$ cat config.mk
export PLATFORM = sky130hd
export DESIGN_NAME = ttam_div_cell
export DESIGN_NICKNAME = d
export VERILOG_FILES = /design/src/hw/rtl/ttam_pkg.sv /design/src/hw/rtl/ttam_div_cell.sv
export SDC_FILE = /design/constraint.sdc
export NUM_CORES = 1
export LEC_CHECK = 0
export BUFFER_PORTS_ARGS = -buffer_cell sky130_fd_sc_hd__buf_2
export CAP_MARGIN = 10
export CELL_PAD_IN_SITES_DETAIL_PLACEMENT = 1
export CELL_PAD_IN_SITES_GLOBAL_PLACEMENT = 1
export CORE_UTILIZATION = 25
export CTS_CLUSTER_DIAMETER = 30
export DETAILED_ROUTE_END_ITERATION = 10
export PLACE_DENSITY = 0.67
export SYNTH_ARGS = -nofsm -noshare
export SYNTH_HDL_FRONTEND = slang
export SYNTH_SLANG_ARGS = --single-unit
$ cat constraint.sdc
create_clock -name clk -period 4.4 [get_ports clk]
set_input_delay 0.88 -clock clk [delete_from_list [all_inputs] [get_ports clk]]
set_output_delay 0.88 -clock clk [all_outputs]
set_load 0.02 [all_outputs]
$ cat src/hw/rtl/ttam_pkg.sv
// Shared types and constants for the tensor transpose address map.
// No dependencies; imported by every module of the block.
package ttam_pkg;

  localparam int MAX_RANK    = 4;
  localparam int INDEX_WIDTH = 24;
  localparam int DIM_WIDTH   = 13;
  localparam int RANK_WIDTH  = 3;
  localparam int PERM_WIDTH  = 8;
  localparam int AXIS_WIDTH  = 2;
  localparam int CFG_WIDTH   = 13;
  localparam int CFG_IDX_W   = 3;
  localparam int MAC_STAGES  = 2;
  // one register per cell, MAC stages per axis, plus the result register
  localparam int PIPE_LATENCY = MAX_RANK * (INDEX_WIDTH + MAC_STAGES) + 1;

  typedef enum logic [CFG_IDX_W-1:0] {
    REG_RANK      = 3'd0,
    REG_DIM_ZERO  = 3'd1,
    REG_DIM_ONE   = 3'd2,
    REG_DIM_TWO   = 3'd3,
    REG_DIM_THREE = 3'd4,
    REG_PERM      = 3'd5
  } ttam_reg_t;

  // data travelling down the cell chain
  typedef struct packed {
    logic                   valid;
    logic [INDEX_WIDTH-1:0] dq;   // remaining dividend bits / quotient bits
    logic [DIM_WIDTH-1:0]   rem;
    logic [INDEX_WIDTH-1:0] acc;
  } ttam_lane_t;

  // per-slot constants derived from configuration
  typedef struct packed {
    logic [DIM_WIDTH-1:0]   divisor;
    logic [INDEX_WIDTH-1:0] stride;
  } ttam_axis_t;

endpackage

$ cat src/hw/rtl/ttam_div_cell.sv
// One restoring-division step: one quotient bit per cell.
// Depends on ttam_pkg.
module ttam_div_cell (
  input  logic                          clk,
  input  logic                          rst,
  input  logic [ttam_pkg::DIM_WIDTH-1:0] divisor,
  input  ttam_pkg::ttam_lane_t          lane_in,
  output ttam_pkg::ttam_lane_t          lane_out
);
  import ttam_pkg::*;

  logic [DIM_WIDTH:0] shifted;
  logic [DIM_WIDTH:0] diff;
  logic               ge;
  ttam_lane_t         lane_next;

  always_comb begin
    shifted = {lane_in.rem, lane_in.dq[INDEX_WIDTH-1]};
    diff    = shifted - {1'b0, divisor};
    ge      = (shifted >= {1'b0, divisor});
    lane_next       = lane_in;
    lane_next.valid = lane_in.valid & ~rst;
    lane_next.rem   = ge ? diff[DIM_WIDTH-1:0] : shifted[DIM_WIDTH-1:0];
    lane_next.dq    = {lane_in.dq[INDEX_WIDTH-2:0], ge};
  end

  always_ff @(posedge clk) begin
    lane_out <= lane_next;
  end

endmodule

==> flow_metrics.py <==
metrics = {
    "sta": {
        "setup_tns_ps": 0,
        "timing.fmax_mhz": 344.1,
        "rsz0062_at_grt": "no",
        "drv_slew": 0,
        "finalCritPeriodShare_pct": 66.05,
        "fin_crit_ps": 2906,
        "hold_viol": 0,
        "worst_pin_slew_ps": 431.8,
        "setup_viol": 0,
        "max_slew_margin_pct": 70.98,
    },
    "floorplan": {
        "die_x_um": 93.59,
        "die_h_um": 93.59,
        "ioPinCount": 139,
        "core_area_um2": 8175,
        "rows": 33,
        "initial_core_util_pct": 25.65,
        "dieArea_um2": 8758,
    },
    "place": {
        "port_buffers": 138,
        "dp_hpwl_um": 4831,
        "routabilityCongestion": 0.7124,
    },
    "power": {
        "internal-power_mw": 1.043,
        "powerDensity_nw_per_um2": 457.3,
        "power.share.sequential_pct": 43.9,
        "combinationalPowerShare_pct": 20.2,
        "ir_worst_vdd_uv": 107.8,
        "power_frac_clock_pct": 36.0,
        "p_total_mw": 1.421,
        "swShare_pct": 26.60,
        "switching_power_mw": 0.3780,
        "leakagePower_nw": 1.602,
    },
    "run_status": {
        "status": "complete, no violations",
    },
    "clocking": {
        "cts_sinks": 62,
        "clock_path_buffers": 2,
        "cts_resized": 0,
        "post-cts-setup-buffer-count": 0,
        "cts_root_buf": "clkbuf_8",
        "cts_made_buffers": 9,
        "cts_max_level": 3,
        "hold_buffers": 0,
        "clk_pin_slew_ps": 70,
        "tritoncts": "done",
    },
    "setup_path": {
        "worstSetupPathType": "in -> reg",
        "cp_data_required_time_ps": 4610,
        "critPathMaxFanout": 14,
        "start_kind": "input pin",
        "critPathCaptureType": "flip-flop",
        "cp_data_arrival_time_ps": 3120,
    },
    "final_layout": {
        "finalNetCount": 410,
        "final.fill_count": 970,
        "regArea_um2": 1241,
        "multiInputGateArea_um2": 779.5,
        "top_regs": "lane_out: 62 flops",
        "num_antenna_cells": 0,
        "largest_reg_flops": 62,
        "regMostFlops": "lane_out",
        "drive_gt1_share_pct": 52.32,
        "area_delta_synth_final_pct": 48.15,
    },
    "drt": {
        "vias": 1756,
        "via_per_inst": 4.103,
        "drtAntennaViolNets": 0,
        "drt_iter0_markers": 23,
        "wl_per_cell_um": 13.51,
        "drc": 0,
        "drt_first_pass_iters": 6,
        "postRouteWirelength_um": 5781,
    },
    "global_routing": {
        "grt_pass1_vias": 1767,
        "met3_usage_pct": 5.528,
        "met2_usage_pct": 22.86,
        "grt_pass1_wl_um": 8445,
        "gr-max-usage-layer": "met2",
        "grtUsageTotal_pct": 13.03,
        "grtUsageMet1_pct": 13.03,
        "grt_max_degree": 15,
        "grt-ovfl-total": 0,
        "antenna_found_initial": 0,
    },
    "yosys": {
        "synth_area_um2": 2097,
        "yosysWarnings": 0,
        "ys_seq_area_share_pct": 59.19,
        "ys.flop_type": "dfxtp_1",
        "synth_edf_count": 0,
        "syn_inst": 171,
        "synthArstFlopShare_pct": 0,
        "ys_ff_latch": 62,
        "syn-num-nets": 262,
        "avgSynthCellArea_um2": 12.26,
        "yosysUniqueCellTypes": 40,
    },
    "min_path": {
        "min_path_type": "in -> reg",
    },
    "run": {
        "maxCapViolCount": 0,
    },
}
[layer usage]
layer	share of wire [%]	vias to the layer above
met5	0	-
met4	1.7	0
li1	-	875
met1	37	782
met3	12	9
met2	49	90
[cell families (layout without fill, tap and decap cells)]
family / after synthesis / count (layout) / share of synthesized area, %
xor gates and xnor gates: 9 / 9 / 3.759
adders and majority gates: 14 / 14 / 8.711
AOI/OAI and AO/OA: 26 / 26 / 8.413
muxes: 13 / 13 / 8.114
buffers and inverters: 16 / 168 / 3.639
and+or+nand+nor: 31 / 31 / 8.175
DFF: 62 / 62 / 59.19
[cell usage after synthesis (2+ instances only)]
| master | number | share of area, % |
|---|---|---|
| a21o_1 | 2 | 0.72 |
| nor2_1 | 8 | 1.4 |
| a211oi_1 | 2 | 0.72 |
| inv_1 | 15 | 2.7 |
| nand2_1 | 4 | 0.72 |
| ha_1 | 13 | 7.8 |
| nand2b_1 | 3 | 0.90 |
| mux2_2 | 3 | 1.6 |
| nor2b_1 | 3 | 0.90 |
| xor2_1 | 5 | 2.1 |
| mux2_4 | 7 | 5.0 |
| nor3_1 | 2 | 0.48 |
| o21ai_0 | 4 | 0.95 |
| dfxtp_1 | 62 | 59 |
| xnor2_1 | 4 | 1.7 |
| a21oi_1 | 8 | 1.9 |
| nand3_1 | 2 | 0.48 |
| mux2i_1 | 2 | 0.95 |
[final timing paths]
check / start / endpoint / slack [ps] / cells past startpoint
max: lane_in[60] / lane_out[36] / 1490 / 10
min: lane_in[57] / lane_out[58] / 650 / 1
[cells in the final DEF (no fill, tap or decap), types with 2 or more instances in the layout]
master and n:
a211oi_1 2, a21o_1 2, a21oi_1 8, buf_2 138, clkbuf_8 12, dfxtp_1 62, ha_1 13, inv_1 15
mux2_2 3, mux2_4 7, mux2i_1 2, nand2_1 4, nand2b_1 3, nand3_1 2, nor2_1 8, nor2b_1 3
nor3_1 2, o21ai_0 4, xnor2_1 4, xor2_1 5
[worst max-delay path, cell delays in order]
cell      delay, ps
buf_2            70
inv_1            40
ha_1            200
fa_1            400
nand2b_1        190
a21oi_2         200
o21ai_2         100
a211oi_2        190
o32a_2          470
mux2_2          380
[per-stage QoR]
| stage | setup slack (ps) | std cells | hold WS (ps) | area, um^2 | util [%] |
|---|---|---|---|---|---|
| CTS | 1463 | 428 | 628.3 | 3107 | 38.00 |
| floorplan | 1553 | 171 | 907.7 | 2097 | - |
| global placement | 1186 | 413 | 982.2 | 2899 | 35.46 |
| global route | 1345 | 428 | 629.7 | 3107 | 38.00 |
| finish | 1494 | 428 | 649.5 | 3107 | 38.00 |
| detailed placement | 1110 | 413 | 983.9 | 2899 | 35.46 |
[final cells by class]
class / count / share of cell area (%)
Tap cell: 105 / 4.229
Sequential cell: 62 / 39.95
Timing Repair Buffer: 138 / 22.23
Clock inverter: 3 / 1.369
Multi-Input combinational cell: 93 / 25.09
Clock buffer: 12 / 5.316
Inverter: 15 / 1.812
[power by group through the flow]
stage | Sequential, mW | Clock [mW] | Combinational [mW]
floorplan | 0.703 | 0 | 0.120
global placement | 0.636 | 0 | 0.287
detailed placement | 0.637 | 0 | 0.291
CTS | 0.625 | 0.530 | 0.292
global route | 0.628 | 0.555 | 0.312
finish | 0.623 | 0.511 | 0.287
Note: power is estimated with default switching activity, not from simulation.
