`src/hw/rtl/ttam_pkg.sv`:
```
// Shared types and constants for the tensor transpose address map.
// No dependencies; imported by every module of the block.
package ttam_pkg;

  localparam int MAX_RANK    = 4;
  localparam int INDEX_WIDTH = 24;
  localparam int DIM_WIDTH   = 13;
  localparam int RANK_WIDTH  = 3;
  localparam int PERM_WIDTH  = 8;
  localparam int AXIS_WIDTH  = 2;
  localparam int CFG_WIDTH   = 13;
  localparam int CFG_IDX_W   = 3;
  localparam int MAC_STAGES  = 2;
  // one register per cell, MAC stages per axis, plus the result register
  localparam int PIPE_LATENCY = MAX_RANK * (INDEX_WIDTH + MAC_STAGES) + 1;

  typedef enum logic [CFG_IDX_W-1:0] {
    REG_RANK      = 3'd0,
    REG_DIM_ZERO  = 3'd1,
    REG_DIM_ONE   = 3'd2,
    REG_DIM_TWO   = 3'd3,
    REG_DIM_THREE = 3'd4,
    REG_PERM      = 3'd5
  } ttam_reg_t;

  // data travelling down the cell chain
  typedef struct packed {
    logic                   valid;
    logic [INDEX_WIDTH-1:0] dq;   // remaining dividend bits / quotient bits
    logic [DIM_WIDTH-1:0]   rem;
    logic [INDEX_WIDTH-1:0] acc;
  } ttam_lane_t;

  // per-slot constants derived from configuration
  typedef struct packed {
    logic [DIM_WIDTH-1:0]   divisor;
    logic [INDEX_WIDTH-1:0] stride;
  } ttam_axis_t;

endpackage

```
`src/hw/rtl/ttam_stride.sv`:
```
// Derives per-slot divisors, source strides and the permutation error flag.
// Depends on ttam_pkg.
module ttam_stride (
  input  logic                              clk,
  input  logic [ttam_pkg::RANK_WIDTH-1:0]    tensor_rank,
  input  logic [ttam_pkg::DIM_WIDTH-1:0]     dims [ttam_pkg::MAX_RANK],
  input  logic [ttam_pkg::PERM_WIDTH-1:0]    perm_map,
  output ttam_pkg::ttam_axis_t              axis_cfg [ttam_pkg::MAX_RANK],
  output logic                              perm_err
);
  import ttam_pkg::*;

  localparam int PROD_W = INDEX_WIDTH + DIM_WIDTH;

  logic [RANK_WIDTH-1:0]  rank;
  logic [DIM_WIDTH-1:0]   dim_fix [MAX_RANK];
  logic [DIM_WIDTH-1:0]   eff     [MAX_RANK];
  logic [AXIS_WIDTH-1:0]  perm    [MAX_RANK];
  logic [INDEX_WIDTH-1:0] sstride [MAX_RANK];
  logic [PROD_W-1:0]      prod    [MAX_RANK-1];

  always_comb begin
    rank = tensor_rank;
    if (rank == '0) begin
      rank = RANK_WIDTH'(1);
    end else if (rank > RANK_WIDTH'(MAX_RANK)) begin
      rank = RANK_WIDTH'(MAX_RANK);
    end
    for (int j = 0; j < MAX_RANK; j++) begin
      dim_fix[j] = (dims[j] == '0) ? DIM_WIDTH'(1) : dims[j];
      eff[j]     = (RANK_WIDTH'(j) < rank) ? dim_fix[j] : DIM_WIDTH'(1);
      perm[j]    = perm_map[2*j +: AXIS_WIDTH];
    end
  end

  // strides built innermost first, one registered multiply per step
  assign sstride[MAX_RANK-1] = INDEX_WIDTH'(1);
  genvar k;
  generate
    for (k = 0; k < MAX_RANK - 1; k++) begin : g_str
      logic [INDEX_WIDTH-1:0] str_q;
      assign prod[k] = {{DIM_WIDTH{1'b0}}, sstride[k+1]} *
                       {{INDEX_WIDTH{1'b0}}, eff[k+1]};
      always_ff @(posedge clk) begin
        str_q <= prod[k][INDEX_WIDTH-1:0];
      end
      assign sstride[k] = str_q;
    end
  endgenerate

  always_comb begin
    logic [RANK_WIDTH-1:0] d;
    perm_err = 1'b0;
    for (int j = 0; j < MAX_RANK; j++) begin
      if ((RANK_WIDTH'(j) < rank) && ({1'b0, perm[j]} >= rank)) begin
        perm_err = 1'b1;
      end
    end
    // slot p handles output axis rank-1-p, innermost first
    for (int p = 0; p < MAX_RANK; p++) begin
      d = rank - RANK_WIDTH'(1) - RANK_WIDTH'(p);
      if (RANK_WIDTH'(p) < rank) begin
        axis_cfg[p].divisor = dim_fix[perm[d[AXIS_WIDTH-1:0]]];
        axis_cfg[p].stride  = sstride[perm[d[AXIS_WIDTH-1:0]]];
      end else begin
        axis_cfg[p].divisor = DIM_WIDTH'(1);
        axis_cfg[p].stride  = '0;
      end
    end
  end

endmodule

```
`config.mk`:
```
export PLATFORM = sky130hd
export DESIGN_NAME = ttam_stride
export DESIGN_NICKNAME = d
export VERILOG_FILES = /design/src/hw/rtl/ttam_pkg.sv /design/src/hw/rtl/ttam_stride.sv
export SDC_FILE = /design/constraint.sdc
export NUM_CORES = 1
export LEC_CHECK = 0
export BUFFER_PORTS_ARGS = -buffer_cell sky130_fd_sc_hd__buf_2
export CORE_MARGIN = 5
export CORE_UTILIZATION = 65
export CTS_BUF_LIST = sky130_fd_sc_hd__clkbuf_4 sky130_fd_sc_hd__clkbuf_8
export DETAILED_ROUTE_END_ITERATION = 10
export PLACE_DENSITY = 0.94
export SYNTH_ARGS = -nofsm -noshare
export SYNTH_HDL_FRONTEND = slang
export SYNTH_SLANG_ARGS = --single-unit
```
`constraint.sdc`:
```
create_clock -name clk -period 16.3 [get_ports clk]
set_clock_uncertainty 0.05 [all_clocks]
set_input_delay 3.26 -clock clk [delete_from_list [all_inputs] [get_ports clk]]
set_output_delay 3.26 -clock clk [all_outputs]
set_load 0.01 [all_outputs]
```
==> results.json <==
{
  "synth.top_cell.area_share": 0.326,
  "synthToLayoutAreaGrowth_pct": 7.02,
  "top_regs": "g_str.str_q: 61 flops",
  "cts_made_buffers": 9,
  "cts_root_buf": "clkbuf_8",
  "core_area_mm2": 0.0270,
  "start_kind": "input pin",
  "yosys.area.top_type": "fa_1",
  "num_vias": 16700,
  "finalHoldViolCount": 0,
  "setup_ws_ps": 5550,
  "final_util": 0.705,
  "synth_edf_count": 0,
  "netlist_area_mm2": 0.0178,
  "grt_max_degree": 119,
  "tightest_slew_ps": 1230,
  "drive_gt1_frac": 0.136,
  "preCtsSetupSlack_ps": 5550,
  "fin_crit_sh": 0.659,
  "finalNetCount": 2720,
  "cts_setup_buffers": 0,
  "synth_most_common_cell": "inv_1",
  "grt_first_pass_wirelength_um": 92300,
  "wl_per_cell_um": 22.9,
  "drt_iter0_markers": 1954,
  "gr-total-overflow": 0,
  "cts_max_path_buffers": 2,
  "synthFlopType": "dfxtp_1",
  "crit_path_end_kind": "output pin",
  "period_needed_ps": 10750,
  "ctsResizeCount": 0,
  "n_fill_cell": 1996,
  "cts_tree": "done",
  "required_ps": 12990,
  "rsz0062_at_grt": "false",
  "htreeDepth": 3,
  "hold_path_class": "reg2reg",
  "synth_fp_nets": 2636,
  "dr.pass1.iters": 8,
  "ys_warn_count": 0,
  "postRouteAntennaNets": 0,
  "status": "completed",
  "maxSlewViolCount": 0,
  "fin_setup_tns_ps": 0,
  "viasPerCell": 6.42,
  "clkLatencyLatePin_ps": 390,
  "syn_avg_cell_area_um2": 8.19,
  "ff_latch_area_mm2": 0.00122,
  "cp.arrival_ps": 7440,
  "synth_area_leaders": "fa_1 33%, inv_1 8.5%, ha_1 8.0%",
  "antenna_found_initial": 3,
  "post-route-drc-count": 0,
  "slew-limit-headroom": 0.178,
  "path_class": "in2out",
  "path_clk_slew_ps": 90,
  "dp_hpwl_um": 44500,
  "largest_register": "g_str.str_q",
  "grt_pass1_vias": 17700,
  "cp_max_fo": 45,
  "largest_reg_flops": 61,
  "yosysSeqAreaShare": 0.0688,
  "die_x_um": 175,
  "hold_buffers": 0,
  "syn_inst": 2169,
  "ys_types": 48,
  "drt_wl_total_um": 59500,
  "fp.dieArea_mm2": 0.0307,
  "initial_core_util": 0.659,
  "grt_usage": 0.385,
  "ios": 213,
  "finalSetupViolations": 0,
  "drv_cap": 0,
  "die_y_um": 175,
  "synth_common_cells": "400 x inv_1, 361 x nand2_1, 289 x fa_1",
  "place_congestion": 0.984,
  "max_freq_mhz": 93.0,
  "multi_input_area_mm2": 0.0144,
  "async_flop_share": 0,
  "cts.sinks": 61,
  "io_buffers": 212,
  "synth-seq-cells": 61,
  "row_count": 60
}
stage by stage:
stage / cell area [µm²] / instances / hold slack (ps)
after detailed placement: 18800 / 2583 / 790
final: 19000 / 2600 / 815
after floorplan: 17800 / 2169 / 646
after CTS: 19000 / 2599 / 790
after global routing: 19000 / 2600 / 837
after global placement: 18800 / 2583 / 760
logic make-up (layout without fill, tap and decap cells):
logic type | Yosys count | after routing | share of synthesized area
buf+inv | 554 | 643 | 0.123
flops | 61 | 61 | 0.0688
simple gates | 776 | 776 | 0.209
fa+ha+maj | 403 | 403 | 0.406
xor+xnor | 62 | 62 | 0.0306
mux | 105 | 105 | 0.0962
compound gates | 208 | 208 | 0.0655
other cells | 0 | 1 | 0
routing by layer:
| layer | share of wire | track usage | wire [µm] |
|---|---|---|---|
| met5 | 0.00045 | 0 | 27 |
| met4 | 0.070 | 0.232 | 4180 |
| met2 | 0.46 | 0.628 | 27300 |
| met3 | 0.14 | 0.102 | 8430 |
| met1 | 0.33 | 0.459 | 19600 |
critical path: stages:
cell     delay [ps]
buf_2           340
a21oi_2         800
inv_1           230
ha_1            640
mux2i_4         680
buf_4           570
nor2_1          430
nand2_1         180
o21ai_0         120
buf_2           170
cells in the final DEF, fill, tap and decap left out, drive strengths merged, types with 25 or more instances in the layout:
master	instances
a21oi	130
and2	81
and3	179
buf	226
dfxtp	61
fa	289
ha	114
inv	401
mux2i	51
mux4	50
nand2	361
nand3	25
nor2	79
o21ai	35
xnor2	48
layout make-up:
| class | instances | area share |
|---|---|---|
| Multi-Input combinational cell | 1554 | 0.759 |
| Antenna cell | 1 | 0.000132 |
| Inverter | 401 | 0.0795 |
| Clock buffer | 9 | 0.00652 |
| Sequential cell | 61 | 0.0643 |
| Clock inverter | 7 | 0.00652 |
| Timing Repair Buffer | 226 | 0.0614 |
| Tap cell | 341 | 0.0225 |
path summary, 6_finish.rpt:
| check | startpoint | endpoint | slack [ps] | cells after the start |
|---|---|---|---|---|
| max | tensor_rank[2] | axis_cfg[115] | 5550 | 10 |
| min | g_str[2].str_q[0] | g_str[1].str_q[0] | 810 | 1 |
| max reg2reg | g_str[1].str_q[7] | g_str[0].str_q[20] | 10360 | 19 |
| min reg2reg | g_str[2].str_q[0] | g_str[1].str_q[0] | 810 | 1 |
Power is left out: the tool's default activity adds up to more than one toggle a clock period on the data nets, which glitch-free logic cannot reach.
