File: src/hw/rtl/ttam_pkg.sv
// Shared types and constants for the tensor transpose address map.
// No dependencies; imported by every module of the block.
package ttam_pkg;

  localparam int MAX_RANK    = 4;
  localparam int INDEX_WIDTH = 24;
  localparam int DIM_WIDTH   = 13;
  localparam int RANK_WIDTH  = 3;
  localparam int PERM_WIDTH  = 8;
  localparam int AXIS_WIDTH  = 2;
  localparam int CFG_WIDTH   = 13;
  localparam int CFG_IDX_W   = 3;
  localparam int MAC_STAGES  = 2;
  // one register per cell, MAC stages per axis, plus the result register
  localparam int PIPE_LATENCY = MAX_RANK * (INDEX_WIDTH + MAC_STAGES) + 1;

  typedef enum logic [CFG_IDX_W-1:0] {
    REG_RANK      = 3'd0,
    REG_DIM_ZERO  = 3'd1,
    REG_DIM_ONE   = 3'd2,
    REG_DIM_TWO   = 3'd3,
    REG_DIM_THREE = 3'd4,
    REG_PERM      = 3'd5
  } ttam_reg_t;

  // data travelling down the cell chain
  typedef struct packed {
    logic                   valid;
    logic [INDEX_WIDTH-1:0] dq;   // remaining dividend bits / quotient bits
    logic [DIM_WIDTH-1:0]   rem;
    logic [INDEX_WIDTH-1:0] acc;
  } ttam_lane_t;

  // per-slot constants derived from configuration
  typedef struct packed {
    logic [DIM_WIDTH-1:0]   divisor;
    logic [INDEX_WIDTH-1:0] stride;
  } ttam_axis_t;

endpackage

File: src/hw/rtl/ttam_mac_cell.sv
// Coordinate times source stride, added to the running address (two stages).
// Depends on ttam_pkg.
module ttam_mac_cell (
  input  logic                            clk,
  input  logic                            rst,
  input  logic [ttam_pkg::INDEX_WIDTH-1:0] stride,
  input  ttam_pkg::ttam_lane_t            lane_in,
  output ttam_pkg::ttam_lane_t            lane_out
);
  import ttam_pkg::*;

  localparam int PROD_W = INDEX_WIDTH + DIM_WIDTH;

  ttam_lane_t             mid;
  ttam_lane_t             mid_next;
  logic [PROD_W-1:0]      prod_full;
  ttam_lane_t             lane_next;

  always_comb begin
    prod_full = {{INDEX_WIDTH{1'b0}}, lane_in.rem} * {{DIM_WIDTH{1'b0}}, stride};
    mid_next       = lane_in;
    mid_next.valid = lane_in.valid & ~rst;
  end

  // stage 1: product held in the rem/acc slots is avoided; keep it separate
  logic [INDEX_WIDTH-1:0] prod;

  always_ff @(posedge clk) begin
    mid  <= mid_next;
    prod <= prod_full[INDEX_WIDTH-1:0];
  end

  always_comb begin
    lane_next       = mid;
    lane_next.valid = mid.valid & ~rst;
    lane_next.acc   = mid.acc + prod;
    lane_next.rem   = '0;
  end

  always_ff @(posedge clk) begin
    lane_out <= lane_next;
  end

endmodule

File: config.mk
export PLATFORM = sky130hd
export DESIGN_NAME = ttam_mac_cell
export DESIGN_NICKNAME = d
export VERILOG_FILES = /design/src/hw/rtl/ttam_pkg.sv /design/src/hw/rtl/ttam_mac_cell.sv
export SDC_FILE = /design/constraint.sdc
export NUM_CORES = 1
export LEC_CHECK = 0
export BUFFER_PORTS_ARGS = -buffer_cell sky130_fd_sc_hd__buf_2
export CAP_MARGIN = 20
export CORE_MARGIN = 10
export CORE_UTILIZATION = 55
export CTS_CLUSTER_DIAMETER = 100
export DETAILED_ROUTE_END_ITERATION = 6
export PLACE_DENSITY = 0.77
export SLEW_MARGIN = 20
export SYNTH_ARGS = -nofsm -noshare
export SYNTH_HDL_FRONTEND = slang
export SYNTH_SLANG_ARGS = --single-unit
File: constraint.sdc
create_clock -name clk -period 11.9 [get_ports clk]
set_input_delay 1.19 -clock clk [delete_from_list [all_inputs] [get_ports clk]]
set_output_delay 1.19 -clock clk [all_outputs]
set_load 0.05 [all_outputs]
==> results.json <==
{
  "status": "complete, no violations",
  "cts_made_buffers": 17,
  "drt-total-wl_um": 23020,
  "postCtsResizedCells": 0,
  "grt_max_degree": 25,
  "hold_path_class": "flip-flop to flip-flop",
  "wl_per_cell_um": 15.36,
  "root_buffer": "clkbuf_16",
  "post-place-ws_ns": 5.632,
  "r2r_cells": 10,
  "drtIter0Drc": 319,
  "worstPathMaxFanout": 23,
  "setup_violations": 0,
  "p_leak_nw": 6.066,
  "routed-wl-met3_um": 1430,
  "yosysWarnings": 0,
  "grt_pass1_wl_um": 38450,
  "min_to": "lane_out[57]$_DFF_P_",
  "grtUsageTotal_pct": 19.15,
  "start_util_pct": 56.16,
  "met2_length_um": 11230,
  "clock_latency_ns": 0.41,
  "highest_layer": "met4",
  "fp.dieW_um": 158.7,
  "cts_tree": "yes",
  "core_area_um2": 18830,
  "yosys.area_share.simple_pct": 14.30,
  "tightest_slew_ns": 0.5673,
  "fin_crit_sh_pct": 48.95,
  "muxShareOfSynthArea_pct": 0.09465,
  "avgSynthCellArea_um2": 9.519,
  "synth-compound-area-share_pct": 6.910,
  "relSlewSlack_pct": 61.91,
  "finalMaxSlewViolations": 0,
  "sequentialPowerShare_pct": 15.2,
  "hp-start": "lane_next[57]$_DFF_P_",
  "port_buffers": 136,
  "drive_above_1_share_pct": 14.53,
  "grt-ovfl-total": 0,
  "drc": 0,
  "max_freq_ghz": 0.1717,
  "ys_seq_area_share_pct": 23.10,
  "p_per_area_nw_per_um2": 307.8,
  "maxCapViolCount": 0,
  "power.switching_w": 0.001693,
  "hold_viol": 0,
  "vias": 7573,
  "fin_ws_ns": 6.075,
  "synth_edf_count": 0,
  "place_congestion": 0.9301,
  "synthTopCellsByArea": "fa_1, dfxtp_1, inv_1",
  "dpl.hpwl_um": 18620,
  "cts_sinks": 122,
  "comb_power_share_pct": 69.6,
  "r2r-start": "mid[0]$_DFF_P_",
  "yosys.area_share.adder_pct": 40.23,
  "synth_top_family_by_area": "adder cells",
  "wl_met1_um": 9664,
  "clk_pin_slew_ns": 0.05,
  "ys_types": 51,
  "synth_top_area_cell": "fa_1",
  "synthXorXnorAreaFrac_pct": 4.886,
  "area_growth_pct": 13.93,
  "ys.flop_type": "dfxtp_1",
  "io_pins": 150,
  "antenna_cells": 0,
  "clk_path_buf_depth": 2,
  "ys_ff_latch": 122,
  "fin_nets": 1552,
  "crit_arrival_ns": 6.15,
  "netlist.area_leader.share_pct": 32.18,
  "power.internal_w": 0.002015,
  "via_per_inst": 5.052,
  "async_reset_ff_share_pct": 0,
  "critPathCaptureType": "flip-flop",
  "reg2reg_to": "lane_out[22]$_DFF_P_",
  "netlist_area_um2": 10580,
  "postCtsSetupBuffers": 0,
  "ir_worst_vdd_mv": 0.1919,
  "die-area_um2": 25170,
  "cp.required_ns": 12.23,
  "swShare_pct": 45.66,
  "grt_antenna_before_repair": 0,
  "path_class": "input pin to flip-flop",
  "htree_levels": 4,
  "postRouteAntennaNets": 0,
  "tns_ns": 0,
  "grt_pass1_vias": 8190,
  "period_minus_slack_ns": 5.825,
  "first_pass_iters": 4,
  "hold_buffers": 0,
  "clock_power_share_pct": 15.2,
  "postSynthCellCount": 1111,
  "num_rows": 50,
  "dieHeight_um": 158.7,
  "start_kind": "input pin",
  "rsz0062_at_grt": "no",
  "clock_skew_ns": 0.01054,
  "r2r_slack_ns": 9.39,
  "timing.hold.worst_path_depth": 0
}
[critical path, cell delays in order]
cell,delay [ns]
buf_2,0.22
and2_1,0.21
fa_1,0.54
inv_1,0.05
fa_1,0.48
inv_1,0.05
fa_1,0.50
fa_1,0.56
inv_1,0.05
fa_1,0.47
inv_1,0.05
ha_1,0.31
a2111oi_0,0.37
o21ai_1,0.22
a41oi_2,0.32
a211oi_1,0.15
a211oi_1,0.24
xnor2_1,0.16
[sequential cells by signal, indices dropped and copies added, names as in the netlist]
| name | count |
|---|---|
| lane_out | 49 |
| mid | 25 |
| lane_next | 24 |
| prod | 24 |
[worst max-delay path by stage]
stage,start,to,depth (start not counted)
after floorplan,lane_in[28],prod[21]$_DFF_P_,19
after global placement,lane_in[25],prod[21]$_DFF_P_,18
after detailed placement,lane_in[25],prod[21]$_DFF_P_,18
after CTS,lane_in[25],prod[21]$_DFF_P_,18
after global routing,lane_in[25],prod[21]$_DFF_P_,18
final,lane_in[25],prod[21]$_DFF_P_,18
[layout by cell type (no fill, tap or decap), drive strengths merged, types with 15 or more instances in the layout]
| master | Yosys | layout |
|---|---|---|
| buf | 14 | 136 |
| nand2 | 141 | 141 |
| dfxtp | 122 | 122 |
| o21ai | 15 | 15 |
| inv | 229 | 231 |
| xnor2 | 51 | 51 |
| a21oi | 27 | 27 |
| and2 | 102 | 102 |
| clkbuf | 38 | 19 |
| a21o | 15 | 15 |
| fa | 170 | 170 |
| nor2 | 18 | 18 |
| ha | 68 | 68 |
[metrics by stage]
step / utilization, % / area, µm² / cells / power, W / hold slack (ns)
after CTS: 63.98 / 12050 / 1499 / 0.003733 / 0.3248
after floorplan: - / 10620 / 1123 / 0.002605 / 0.3096
after global routing: 63.98 / 12050 / 1499 / 0.004051 / 0.3242
final: 63.98 / 12050 / 1499 / 0.003708 / 0.3235
after global placement: 60.44 / 11380 / 1467 / 0.003076 / 0.3096
after detailed placement: 60.44 / 11380 / 1467 / 0.003152 / 0.3121
[cells by family (layout without fill, tap and decap cells)]
logic type | after synthesis | in the layout
DFF | 122 | 122
muxes | 1 | 1
buffers and inverters | 281 | 397
and+or+nand+nor | 307 | 307
xor gates and xnor gates | 59 | 59
AOI/OAI and AO/OA | 102 | 102
adders and majority gates | 238 | 238
other | 1 | 13
[Yosys cell counts (10+ instances only)]
cell,number
a21o_1,15
a21oi_1,27
and2_1,102
buf_4,13
clkbuf_1,38
dfxtp_1,122
fa_1,170
ha_1,68
inv_1,229
nand2_1,141
nor2_1,18
o21a_1,10
o21ai_0,13
xnor2_1,51
[per-layer routing]
metal | GRT usage [%] | vias to the layer above
met2 | 33.01 | 252
met1 | 23.01 | 3728
met4 | 8.381 | 0
met3 | 3.346 | 45
li1 | - | 3548
met5 | 0 | -
[power groups by stage]
stage / clock network [W] / logic, W / registers, W
after floorplan: 0 / 0.00188 / 0.000726
after global placement: 0 / 0.00251 / 0.000571
after detailed placement: 0 / 0.00258 / 0.000572
after CTS: 0.000576 / 0.00259 / 0.000564
after global routing: 0.000596 / 0.00288 / 0.000572
final: 0.000564 / 0.00258 / 0.000564
[final cells by class]
| type | count | area, µm² |
|---|---|---|
| Inverter | 229 | 859.6 |
| Sequential cell | 122 | 2442 |
| Clock inverter | 13 | 214.0 |
| Timing Repair Buffer | 136 | 680.7 |
| Tap cell | 260 | 325.3 |
| Multi-Input combinational cell | 720 | 7073 |
| Fill cell | 1565 | 6783 |
| Clock buffer | 19 | 452.9 |
Note: power is estimated with default switching activity, not from simulation.
